**src/sv/cmdr_ram.sv**
```systemverilog
`default_nettype none
// ----------------------------------------------------------------------------
// cmdr_ram
// Generic single-write, single-read RAM with registered read data.
// ----------------------------------------------------------------------------
module cmdr_ram #(
  parameter int WIDTH = 8,
  parameter int DEPTH = 16
) (
  input  wire logic                     clk,
  input  wire logic                     we,
  input  wire logic [$clog2(DEPTH)-1:0] wr_addr,
  input  wire logic [WIDTH-1:0]         wr_data,
  input  wire logic [$clog2(DEPTH)-1:0] rd_addr,
  output logic      [WIDTH-1:0]         rd_data
);

  logic [WIDTH-1:0] mem [DEPTH];

  always_ff @(posedge clk) begin
    if (we) begin
      mem[wr_addr] <= wr_data;
    end
    rd_data <= mem[rd_addr];
  end

endmodule
`default_nettype wire

```
**config.mk**
```make
export PLATFORM = sky130hd
export DESIGN_NAME = cmdr_ram
export DESIGN_NICKNAME = d
export VERILOG_FILES = /design/src/sv/cmdr_ram.sv
export SDC_FILE = /design/constraint.sdc
export NUM_CORES = 1
export LEC_CHECK = 0
export BUFFER_PORTS_ARGS = -buffer_cell sky130_fd_sc_hd__buf_2
export CORE_ASPECT_RATIO = 1.1
export CORE_MARGIN = 2
export CORE_UTILIZATION = 33
export CTS_BUF_LIST = sky130_fd_sc_hd__clkbuf_4
export CTS_CLUSTER_SIZE = 20
export DETAILED_ROUTE_END_ITERATION = 8
export SYNTH_ARGS = -nofsm -noshare
export SYNTH_HDL_FRONTEND = slang
export SYNTH_SLANG_ARGS = --single-unit
export TNS_END_PERCENT = 20
```
**constraint.sdc**
```tcl
create_clock -name clk -period 2.8 [get_ports clk]
set_input_delay 0.42 -clock clk [delete_from_list [all_inputs] [get_ports clk]]
set_output_delay 0.42 -clock clk [all_outputs]
set_load 0.05 [all_outputs]
```
==> flow_summary.ini <==
[status]
status = completed

[critical_path]
worstSetupStartpointType = input port
slowest_delay_ns = 0.67
worstPathArrival_ns = 1.71
criticalPathCategory = input port to register
crit_family = simple AND/OR/NAND/NOR gates
crit_slowest_cell = nor2_1
path_buf_inv = 1
cp_max_fo = 8
cp.required_ns = 2.94
endpoint_kind = register
path_cells = buf_2, or3b_2, nor2_1

[yosys]
synthArstFlopShare_pct = 0
synth_top_area_share_pct = 74.7
yosys-top-cells-area = edfxtp_1 (75%), mux4_2 (7.9%), mux4_1 (7.1%)
yosysWarnings = 0
synth.most_common_cell = edfxtp_1
yosys-top-cells-count = edfxtp_1 (128), mux4_2 (18), a22oi_1 (16), mux4_1 (14), nor2_1 (13)
yosys.cell_types.count = 19
yosys.area.top_type = edfxtp_1
avgSynthCellArea_sq_um = 22.5
seq_area_frac_synth_pct = 77.8
syn_nets = 247
synth_cells = 229
synth_edf_count = 128
synth-seq-cells = 136
syn_area_sq_mm = 0.00515
synth_ff_type = edfxtp_1

[routing]
viasPerCell = 4.94
routed_wl_mm = 10.3
ant_nets = 0
wl_per_cell_um = 21.2
dr.pass1.iters = 4
vias = 2399
drt_iter0_drc = 178
drc = 0

[layout]
diodes = 0
drive_gt1_share_pct = 30.0
final_cells = 486
nNetsFinal = 296
area_growth_pct = 13.3

[sta]
setup_viol = 0
finalCritPeriodShare_pct = 56.0
finClkSkew_ns = 0.0147
rsz0062_at_grt = no
fmax_mhz = 638
slew_headroom_pct = 36.0
hold_viol = 0
period_minus_slack_ns = 1.57
tightest_slew_ns = 0.957
finalMaxSlewViolations = 0
finalSetupTns_ns = 0

[clocking]
clkTransAtPathRegs_ns = 0.11
cts_hold_buf = 0
ctsResizeCount = 0
cts_tree = done
post_cts_buffers = 0
cts_root_buf = clkbuf_4
clock-sinks = 136
cts-htree-levels = 4
cts_buffer_depth = 2
clk_latency_ns = 0.52
numCtsBuffers = 17

[place]
port_buffers = 25
hpwl_mm = 6.51
gp_congestion = 0.701
dp_cells = 455

[global_routing]
top_usage_layer = met2
grt_pass1_wl_mm = 15.8
grt.met3_usage_pct = 4.10
antenna_found_initial = 0
grt_max_degree = 33
grt_overflow = 0
grt_pass1_vias = 2495
grt_use_total_pct = 13.7
met2_usage_pct = 20.4
grtUsageMet1_pct = 19.5

[pwr]
ir_drop_uv = 218
comb_power_share_pct = 6.7
power_density_mw_per_mm2 = 653
switchingPower_mw = 0.833
power_frac_seq_pct = 60.0
p_sw_share_pct = 21.9
p_clk_share_pct = 33.3
p_leak_nw = 1.93
p_int_mw = 2.98

[floorplanning]
io_pins = 26
die_h_um = 135
placementRows = 47
start_util_pct = 33.9
core_area_sq_mm = 0.0152
die_w_um = 123
die-area_sq_mm = 0.0166

[worst_hold_path]
hp-class = input port to register

[flow_run]
drv_cap = 0
through the flow:
stage / instance area, sq um / power, mW / util (%) / hold WS, ns / setup WS [ns]
final: 5830 / 3.81 / 38.4 / 0.279 / 1.23
after global routing: 5830 / 3.96 / 38.4 / 0.226 / 1.13
after CTS: 5830 / 3.85 / 38.4 / 0.243 / 1.16
after detailed placement: 5560 / 2.59 / 36.6 / 0.662 / 0.668
after global placement: 5560 / 2.59 / 36.6 / 0.659 / 0.713
after floorplan: 5150 / 2.49 / - / 0.519 / 0.887
layer usage:
layer | wire [um] | share of wire [%]
met2 | 4890 | 48
met4 | 132 | 1.3
met3 | 695 | 6.8
met1 | 4570 | 44
met5 | 0 | 0
flip-flops by register name (all words and copies together), names as in the netlist:
register / flops
mem: 128
rd_data: 8
cell families after synthesis:
| family | Yosys count | share of synthesized area (%) |
|---|---|---|
| flip-flops | 136 | 77.8 |
| AND/OR/NAND/NOR | 35 | 3.18 |
| multiplexers | 32 | 15.0 |
| AO/OA/AOI/OAI | 16 | 2.33 |
| buffers and inverters | 10 | 1.68 |
layout make-up:
| type | count | area [sq um] |
|---|---|---|
| Fill cell | 1405 | 9340 |
| Sequential cell | 136 | 4000 |
| Multi-Input combinational cell | 83 | 1060 |
| Timing Repair Buffer | 40 | 250 |
| Tap cell | 196 | 245 |
| Clock buffer | 19 | 143 |
| Clock inverter | 12 | 134 |
path summary, 6_finish.rpt:
path                            startpoint    endpoint  slack (ns)  cells past startpoint
worst max-delay path            wr_addr[2]   mem[3][6]        1.23                      3
worst min register to register   mem[7][2]  rd_data[2]        0.68                      3
worst max register to register  mem[11][7]  rd_data[7]        1.41                      3
worst min-delay path            wr_data[0]   mem[0][0]        0.28                      1
power by group through the flow:
stage	registers (mW)	clock network (mW)	logic [mW]
floorplan	2.38	0	0.116
global placement	2.33	0	0.257
detailed placement	2.33	0	0.260
CTS	2.29	1.30	0.261
global route	2.29	1.39	0.277
finish	2.29	1.27	0.256
layout by cell type, fill, tap and decap left out:
master,netlist,final
nand2b_1,2,2
nor3_1,4,4
nor2_1,13,13
dfxtp_1,8,8
nand3b_1,2,2
buf_2,3,25
mux4_1,14,14
buf_12,0,1
nand3_1,1,1
a22oi_1,16,16
or3b_2,1,1
edfxtp_1,128,128
mux4_2,18,18
bufinv_16,0,3
nor2b_1,1,1
and2_1,1,1
buf_4,1,14
clkbuf_4,0,19
clkinvlp_4,0,1
clkinv_2,0,5
nand2_1,9,9
clkinv_1,0,3
and2b_1,1,1
Power figures use the tool's default switching activity.
