===== config.mk =====
export PLATFORM = sky130hd
export DESIGN_NAME = cmdr_seq
export DESIGN_NICKNAME = d
export VERILOG_FILES = /design/src/sv/cmdr_pkg.sv /design/src/sv/cmdr_seq.sv
export SDC_FILE = /design/constraint.sdc
export NUM_CORES = 1
export LEC_CHECK = 0
export ABC_AREA = 1
export BUFFER_PORTS_ARGS = -buffer_cell sky130_fd_sc_hd__buf_2
export CAP_MARGIN = 25
export CORE_ASPECT_RATIO = 0.6
export CORE_UTILIZATION = 50
export CTS_BUF_LIST = sky130_fd_sc_hd__clkbuf_16
export CTS_CLUSTER_DIAMETER = 200
export DETAILED_ROUTE_END_ITERATION = 8
export PLACE_DENSITY = 0.77
export RECOVER_POWER = 100
export SKIP_LAST_GASP = 1
export SLEW_MARGIN = 20
export SYNTH_ARGS = -nofsm -noshare
export SYNTH_HDL_FRONTEND = slang
export SYNTH_SLANG_ARGS = --single-unit
export TNS_END_PERCENT = 1

===== constraint.sdc =====
create_clock -name clk -period 5.7 [get_ports clk]
set_input_delay 1.14 -clock clk [delete_from_list [all_inputs] [get_ports clk]]
set_output_delay 1.14 -clock clk [all_outputs]
set_load 0.01 [all_outputs]

===== src/sv/cmdr_pkg.sv =====
`default_nettype none
// ----------------------------------------------------------------------------
// cmdr_pkg
// Shared types and constants of the variable-length command ring allocator.
// ----------------------------------------------------------------------------
package cmdr_pkg;

  localparam int DEF_RING_SLOTS   = 1024;
  localparam int MIN_RING         = 16;
  localparam int RESET_RING_SIZE  = 1024;
  localparam int RESET_RESERVED   = 1;

  localparam int LEN_W = 11;
  localparam int OFS_W = 10;
  localparam int CNT_W = 11;
  localparam int RES_W = 10;
  localparam int CFG_W = 11;
  localparam int CFG_IDX_W = 1;

  localparam logic [CFG_IDX_W-1:0] CFG_RING_SIZE = 1'b0;
  localparam logic [CFG_IDX_W-1:0] CFG_RESERVED  = 1'b1;

  typedef enum logic {
    OP_RESERVE  = 1'b0,
    OP_COMPLETE = 1'b1
  } op_t;

  typedef struct packed {
    op_t              operation;
    logic [LEN_W-1:0] entry_slots;
    logic [OFS_W-1:0] entry_start;
  } cmd_req_t;

  typedef struct packed {
    logic             accepted;
    logic [OFS_W-1:0] placed_at;
    logic [OFS_W-1:0] pad_slots;
    logic [CNT_W-1:0] retired_count;
    logic [OFS_W-1:0] head_now;
    logic [OFS_W-1:0] tail_now;
  } cmd_rsp_t;

  typedef struct packed {
    logic len_we;
    logic done_we;
    logic done_wdata;
  } mem_ctl_t;

  typedef enum logic [2:0] {
    ST_IDLE,
    ST_CALC,
    ST_CHECK,
    ST_PLACE,
    ST_WALK_RD,
    ST_WALK_EV,
    ST_FINISH
  } seq_state_t;

endpackage
`default_nettype wire


===== src/sv/cmdr_seq.sv =====
`default_nettype none
// ----------------------------------------------------------------------------
// cmdr_seq
// Request sequencer: configuration, head/tail pointers, space check,
// entry placement and in-order tail walk over the entry RAMs.
// ----------------------------------------------------------------------------
module cmdr_seq
  import cmdr_pkg::*;
#(
  parameter int RING_SLOTS = DEF_RING_SLOTS
) (
  input  wire logic                            clk,
  input  wire logic                            rst,
  input  wire logic                            cfg_we,
  input  wire logic [CFG_IDX_W-1:0]            cfg_index,
  input  wire logic [CFG_W-1:0]                cfg_data,
  input  wire logic                            cmd_valid,
  output logic                                 cmd_stall,
  input  wire cmd_req_t                        cmd,
  output logic                                 res_valid,
  input  wire logic                            res_ready,
  output cmd_rsp_t                             res,
  output mem_ctl_t                             mem_ctl,
  output logic [$clog2(RING_SLOTS)-1:0]        mem_addr,
  output logic [LEN_W-1:0]                     len_wdata,
  output logic [$clog2(RING_SLOTS)-1:0]        rd_addr,
  input  wire logic [LEN_W-1:0]                len_rdata,
  input  wire logic                            done_rdata
);

  localparam int PW = $clog2(RING_SLOTS);
  localparam int AW = (((PW + 1) > LEN_W) ? (PW + 1) : LEN_W) + 1;
  localparam logic [AW-1:0] SIZE_MIN = AW'(MIN_RING);
  localparam logic [AW-1:0] SIZE_MAX = AW'(RING_SLOTS);
  localparam logic [AW-1:0] SIZE_RST =
    (RESET_RING_SIZE > RING_SLOTS) ? AW'(RING_SLOTS) : AW'(RESET_RING_SIZE);

  seq_state_t       state, state_next;
  logic [PW-1:0]    head, head_next;
  logic [PW-1:0]    tail, tail_next;
  logic [AW-1:0]    size;
  logic [RES_W-1:0] reserved;
  op_t              item_op;
  logic [LEN_W-1:0] item_slots;
  logic [OFS_W-1:0] item_start;
  logic [AW-1:0]    used, used_next;
  logic [AW-1:0]    aux, aux_next;
  logic [AW-1:0]    room_cap, room_cap_next;
  logic             start_ok, start_ok_next;
  logic             accepted, accepted_next;
  logic [PW-1:0]    placed, placed_next;
  logic [AW-1:0]    pad, pad_next;
  logic [CNT_W-1:0] count, count_next;

  logic [AW-1:0] head_x, tail_x, start_x, slots_x, res_x, len_x, cfg_x;
  logic [AW-1:0] avail, needed, sum;
  logic [PW-1:0] start_idx;
  logic          fit_ok;
  logic          take;

  assign head_x    = AW'(head);
  assign tail_x    = AW'(tail);
  assign start_x   = AW'(item_start);
  assign slots_x   = AW'(item_slots);
  assign res_x     = AW'(reserved);
  assign len_x     = AW'(len_rdata);
  assign cfg_x     = AW'(cfg_data);
  assign start_idx = start_x[PW-1:0];
  assign take      = cmd_valid && !cmd_stall;

  assign avail  = (room_cap > used) ? room_cap - used : '0;
  assign needed = (aux >= slots_x) ? slots_x : slots_x + aux;
  assign fit_ok = (item_slots != '0) && (avail >= needed);
  assign sum    = (state == ST_WALK_EV) ? tail_x + len_x : head_x + slots_x;

  assign rd_addr = tail;

  always_ff @(posedge clk) begin
    if (rst) begin
      state    <= ST_IDLE;
      head     <= '0;
      tail     <= '0;
      size     <= SIZE_RST;
      reserved <= RES_W'(RESET_RESERVED);
    end else begin
      state <= state_next;
      head  <= head_next;
      tail  <= tail_next;
      if (cfg_we && cfg_index == CFG_RING_SIZE) begin
        head <= '0;
        tail <= '0;
        if (cfg_x < SIZE_MIN) begin
          size <= SIZE_MIN;
        end else if (cfg_x > SIZE_MAX) begin
          size <= SIZE_MAX;
        end else begin
          size <= cfg_x;
        end
      end
      if (cfg_we && cfg_index == CFG_RESERVED) begin
        reserved <= cfg_data[RES_W-1:0];
      end
    end
  end

  always_ff @(posedge clk) begin
    if (take) begin
      item_op    <= cmd.operation;
      item_slots <= cmd.entry_slots;
      item_start <= cmd.entry_start;
    end
    used     <= used_next;
    aux      <= aux_next;
    room_cap <= room_cap_next;
    start_ok <= start_ok_next;
    accepted <= accepted_next;
    placed   <= placed_next;
    pad      <= pad_next;
    count    <= count_next;
  end

  always_comb begin
    state_next    = state;
    head_next     = head;
    tail_next     = tail;
    used_next     = used;
    aux_next      = aux;
    room_cap_next = room_cap;
    start_ok_next = start_ok;
    accepted_next = accepted;
    placed_next   = placed;
    pad_next      = pad;
    count_next    = count;
    cmd_stall     = 1'b1;
    res_valid     = 1'b0;
    mem_ctl       = '0;
    mem_addr      = head;
    len_wdata     = item_slots;

    case (state)
      ST_IDLE: begin
        cmd_stall = 1'b0;
        if (cmd_valid) begin
          accepted_next = 1'b0;
          placed_next   = '0;
          pad_next      = '0;
          count_next    = '0;
          state_next    = ST_CALC;
        end
      end
      ST_CALC: begin
        used_next = (head_x >= tail_x) ? head_x - tail_x : head_x + size - tail_x;
        if (item_op == OP_RESERVE) begin
          aux_next      = size - head_x;
          room_cap_next = (size > res_x) ? size - res_x : '0;
        end else begin
          aux_next      = (start_x >= tail_x) ? start_x - tail_x : start_x + size - tail_x;
          start_ok_next = (head != tail) && (start_x < size);
        end
        state_next = ST_CHECK;
      end
      ST_CHECK: begin
        state_next = ST_FINISH;
        if (item_op == OP_RESERVE) begin
          if (fit_ok && aux < slots_x) begin
            mem_ctl.len_we     = 1'b1;
            mem_ctl.done_we    = 1'b1;
            mem_ctl.done_wdata = 1'b1;
            len_wdata          = LEN_W'(aux);
            pad_next           = aux;
            head_next          = '0;
            state_next         = ST_PLACE;
          end else if (fit_ok) begin
            mem_ctl.len_we  = 1'b1;
            mem_ctl.done_we = 1'b1;
            placed_next     = head;
            accepted_next   = 1'b1;
            head_next       = (sum == size) ? '0 : sum[PW-1:0];
          end
        end else if (start_ok && aux < used) begin
          mem_ctl.done_we    = 1'b1;
          mem_ctl.done_wdata = 1'b1;
          mem_addr           = start_idx;
          accepted_next      = 1'b1;
          state_next         = ST_WALK_RD;
        end
      end
      ST_PLACE: begin
        mem_ctl.len_we  = 1'b1;
        mem_ctl.done_we = 1'b1;
        placed_next     = head;
        accepted_next   = 1'b1;
        head_next       = slots_x[PW-1:0];
        state_next      = ST_FINISH;
      end
      ST_WALK_RD: begin
        used_next  = (head_x >= tail_x) ? head_x - tail_x : head_x + size - tail_x;
        state_next = ST_WALK_EV;
      end
      ST_WALK_EV: begin
        if (done_rdata && len_rdata != '0 && len_x <= used) begin
          tail_next  = (sum >= size) ? PW'(sum - size) : sum[PW-1:0];
          count_next = count + 1'b1;
          state_next = ST_WALK_RD;
        end else begin
          state_next = ST_FINISH;
        end
      end
      ST_FINISH: begin
        res_valid = 1'b1;
        if (res_ready) begin
          state_next = ST_IDLE;
        end
      end
      default: begin
        state_next = ST_IDLE;
      end
    endcase
  end

  always_comb begin
    res.accepted      = accepted;
    res.placed_at     = OFS_W'(placed);
    res.pad_slots     = OFS_W'(pad);
    res.retired_count = count;
    res.head_now      = OFS_W'(head);
    res.tail_now      = OFS_W'(tail);
  end

`ifndef SYNTHESIS
  a_head_in_ring: assert property (@(posedge clk) disable iff (rst)
    AW'(head) < size) else $error("head outside ring");

  a_tail_in_ring: assert property (@(posedge clk) disable iff (rst)
    AW'(tail) < size) else $error("tail outside ring");

  a_retire_only_complete: assert property (@(posedge clk) disable iff (rst)
    (state == ST_FINISH && count != '0) |-> item_op == OP_COMPLETE)
    else $error("reserve retired entries");

  a_walk_order: assert property (@(posedge clk) disable iff (rst)
    (state == ST_WALK_EV) |-> $past(state) == ST_WALK_RD)
    else $error("walk evaluated without a read");

  a_place_after_pad: assert property (@(posedge clk) disable iff (rst)
    (state == ST_PLACE) |-> (head == '0 && pad != '0))
    else $error("placement after pad with bad head");
`endif

endmodule
`default_nettype wire


==> results.tsv <==
metric	value	unit
holdPathStages	2	
clock_power_share	11.4	%
swShare	53.4	%
maxCapViolCount	2	
antenna_cells	0	
vias_per_cell	5.72	
postRouteAntennaNets	0	
synth-main-ff-cell	edfxtp_1	
cp_data_required_time	4560	ps
grt_antenna_before_repair	0	
ys_ff_latch	135	
synthMuxAreaShare	0	%
synth.avg_cell_area	7.39	sq um
setup_slack	248	ps
track_usage	34.3	%
synth_top_area_cell	edfxtp_1	
cts_buffer_depth	2	
routed_wl	46.1	mm
hold_path_end	reserved[7]$_SDFFE_PP0P_	
worstSetupPathType	flip-flop to output port	
synth_area	0.0133	sq mm
synth_simple_gate_area_share	23.9	%
reg2reg_depth	19	
fin_skew	10.6	ps
r2r-end	rd_addr[1]$_SDFFE_PP0P_	
total_power	8950	uW
grt_pass1_wl	68.8	mm
synth_xor_area_share	4.02	%
grt.overflow.total	0	
die_w	212	um
critPathBufInv	5	
finalHoldViolCount	0	
clk_latency	440	ps
cp_max_fo	18	
post-route-util	57.4	%
tightestPinTransition	1600	ps
cts.sinks	135	
synth-edff-count	91	
wl_met3	6.48	mm
slowest_stage	edfxtp_1	
cts_tree	yes	
area_growth	11.0	%
syn_nets	2048	
period_share	95.6	%
tns	0	ps
power_switching	4780	uW
critical_path.endpoint_type	output port	
dieArea	0.0272	sq mm
hold_class	flip-flop to flip-flop	
max_slew_margin	-6.60	%
finalSetupViolations	0	
place_ws	519	ps
first_global_vias	11700	
r2r_setup_slack	440	ps
firstDrtPassIters	5	
drv_slew	23	
peakVddDrop	0.267	mV
hold_start	reserved[7]$_SDFFE_PP0P_	
dp_hpwl	37.5	mm
async_reset_ff_share	0	%
num_io_pins	139	
route.detailed.drc	0	
crit_path_start	aux[4]$_DFFE_PP_	
coreArea	0.0257	sq mm
clk_pin_slew_worst_paths	60	ps
rows	45	
h-tree-depth	4	
cp_top_family	simple AND/OR/NAND/NOR gates	
synth_top_cell_area_share	20.6	%
rsz0062_at_grt	false	
final_nets	2192	
r2r-start	state[1]$_SDFFE_PP0P_	
combPwrFrac	67.3	%
drt-met1-wl	20.7	mm
postSynthCellCount	1796	
cts-root-buf	clkbuf_16	
synthDistinctLibCells	59	
synth_compound_area_share	14.6	%
pwr_density_cell	608	mW/mm^2
dr_total_vias	13200	
cp.arrival	4310	ps
violations	max-capacitance violations, max-slew violations	
portBuffers	138	
layout_commonest_cell	nand2_1	
layout_common_cells	360 x nand2_1, 285 x inv_1, 172 x ha_1	
min_period	5450	ps
crit_path_frequent_cell	nand2_1	
drive_gt1_share	6.14	%
path_cells	ha_1 > inv_1 > nor3_1 > nand2_1 > a21oi_1 > nor2_2 > inv_2 > a21oi_4 > buf_12 > nand2_1 > o21ai_0 > ha_1 > nand4_1 > nor3_1 > nand2_1 > nand4_1 > nand4_1 > nor2_4 > buf_6 > nand2_1 > o21ai_0 > buf_2	
fmax	183	MHz
status	complete, but fails checks	
slowest_delay	530	ps
synthTopCellsByArea	edfxtp_1 21%, ha_1 16%, nand2_1 10%, inv_1 7.8%, dfxtp_1 6.6%	
start_kind	flip-flop	
initialDrtViolationCount	1745	
place_congestion	1.00	
die_h	128	um
p_leak	0.00719	uW
met2_length	18.0	mm
start_util	51.7	%
synth-adder-area-share	20.6	%
intPower	4170	uW
power_frac_seq	21.3	%
cts_buffers	17	
yosysSeqAreaShare	27.2	%
synth_top_family_by_area	simple AND/OR/NAND/NOR gates	
yosys_warnings	0	
grt_max_degree	23	
routed.top_layer	met4	
wl_per_cell	20.0	um
cells in the mapped netlist, drive strengths merged, types with 4 or more instances:
| cell type | count |
|---|---|
| a21o | 12 |
| a21oi | 160 |
| a31oi | 15 |
| buf | 24 |
| clkbuf | 12 |
| clkinv | 4 |
| dfxtp | 44 |
| edfxtp | 91 |
| fa | 29 |
| ha | 172 |
| inv | 283 |
| nand2 | 366 |
| nand3 | 97 |
| nand4 | 26 |
| nor2 | 169 |
| nor3 | 36 |
| nor4 | 8 |
| o211ai | 4 |
| o21ai | 132 |
| o21bai | 7 |
| o22ai | 5 |
| or2 | 11 |
| xnor2 | 14 |
| xor2 | 47 |
worst reg2reg max path: stages, from the launching register on:
cell and delay (ps):
dfxtp_1 320, inv_1 190, nand2_2 70, nor2_1 1100
inv_1 750, o21ai_0 550, ha_1 270, inv_1 80
fa_1 400, nand2_1 80, nand2_1 50, a21oi_1 300
o21ai_0 260, nand3_4 160, inv_1 100, nor2_8 190
nand2_1 70, nand3_1 140, nand2_1 70, inv_1 50
per-stage QoR:
stage               cell area (sq um)  instances  hold slack, ps
global route                    14700       2305             487
finish                          14700       2305             466
detailed placement              14300       2264             460
global placement                14300       2264             455
CTS                             14800       2296             469
floorplan                       13300       1796             433
how the worst max path moves through the flow:
stage | to | slack [ps] | cells after the start
finish | len_wdata[7] | 250 | 22
global route | len_wdata[7] | 5 | 25
CTS | len_wdata[7] | 40 | 21
detailed placement | len_wdata[7] | 520 | 21
global placement | len_wdata[7] | 640 | 23
floorplan | len_wdata[1] | 1290 | 22
power groups by stage:
stage          clock network, uW  registers, uW  logic, uW
2_1_floorplan                  0           1820       4200
3_3_place_gp                   0           1890       5840
3_5_place_dp                   0           1900       5870
4_1_cts                     1010           1880       5920
5_1_grt                     1050           1930       6680
6_report                    1020           1910       6030
kinds of logic after synthesis:
kind of cell | Yosys count
compound gates | 353
simple gates | 723
flops | 135
xor+xnor | 61
buf+inv | 323
fa+ha+maj | 201
final cells by class:
cell class,count,area [sq um]
Fill cell,2523,10900
Multi-Input combinational cell,1338,8340
Sequential cell,135,3610
Inverter,287,1080
Timing Repair Buffer,161,737
Clock buffer,18,450
Tap cell,352,440
Clock inverter,14,73.8
per-layer routing:
metal	global-route usage (%)	vias up
met5	0	-
met4	8.84	0
met3	10.6	72
met2	47.8	781
met1	50.5	6042
li1	-	6285
sequential cells by signal, indices dropped and copies added (netlist names), 3 cells and up:
name,count
item_start,10
rd_addr,10
room_cap,12
placed,10
count,11
state,3
head,10
item_slots,11
aux,12
used,12
pad,10
size,11
reserved,10
timing repair:
item | 4_1_cts | 5_1_grt
hold buffers | 0 | 0
setup buffers | 0 | 9
gates resized for setup | 0 | 4
setup endpoints to repair | 0 | 14
No activity file was read; power rests on OpenSTA's default activity.
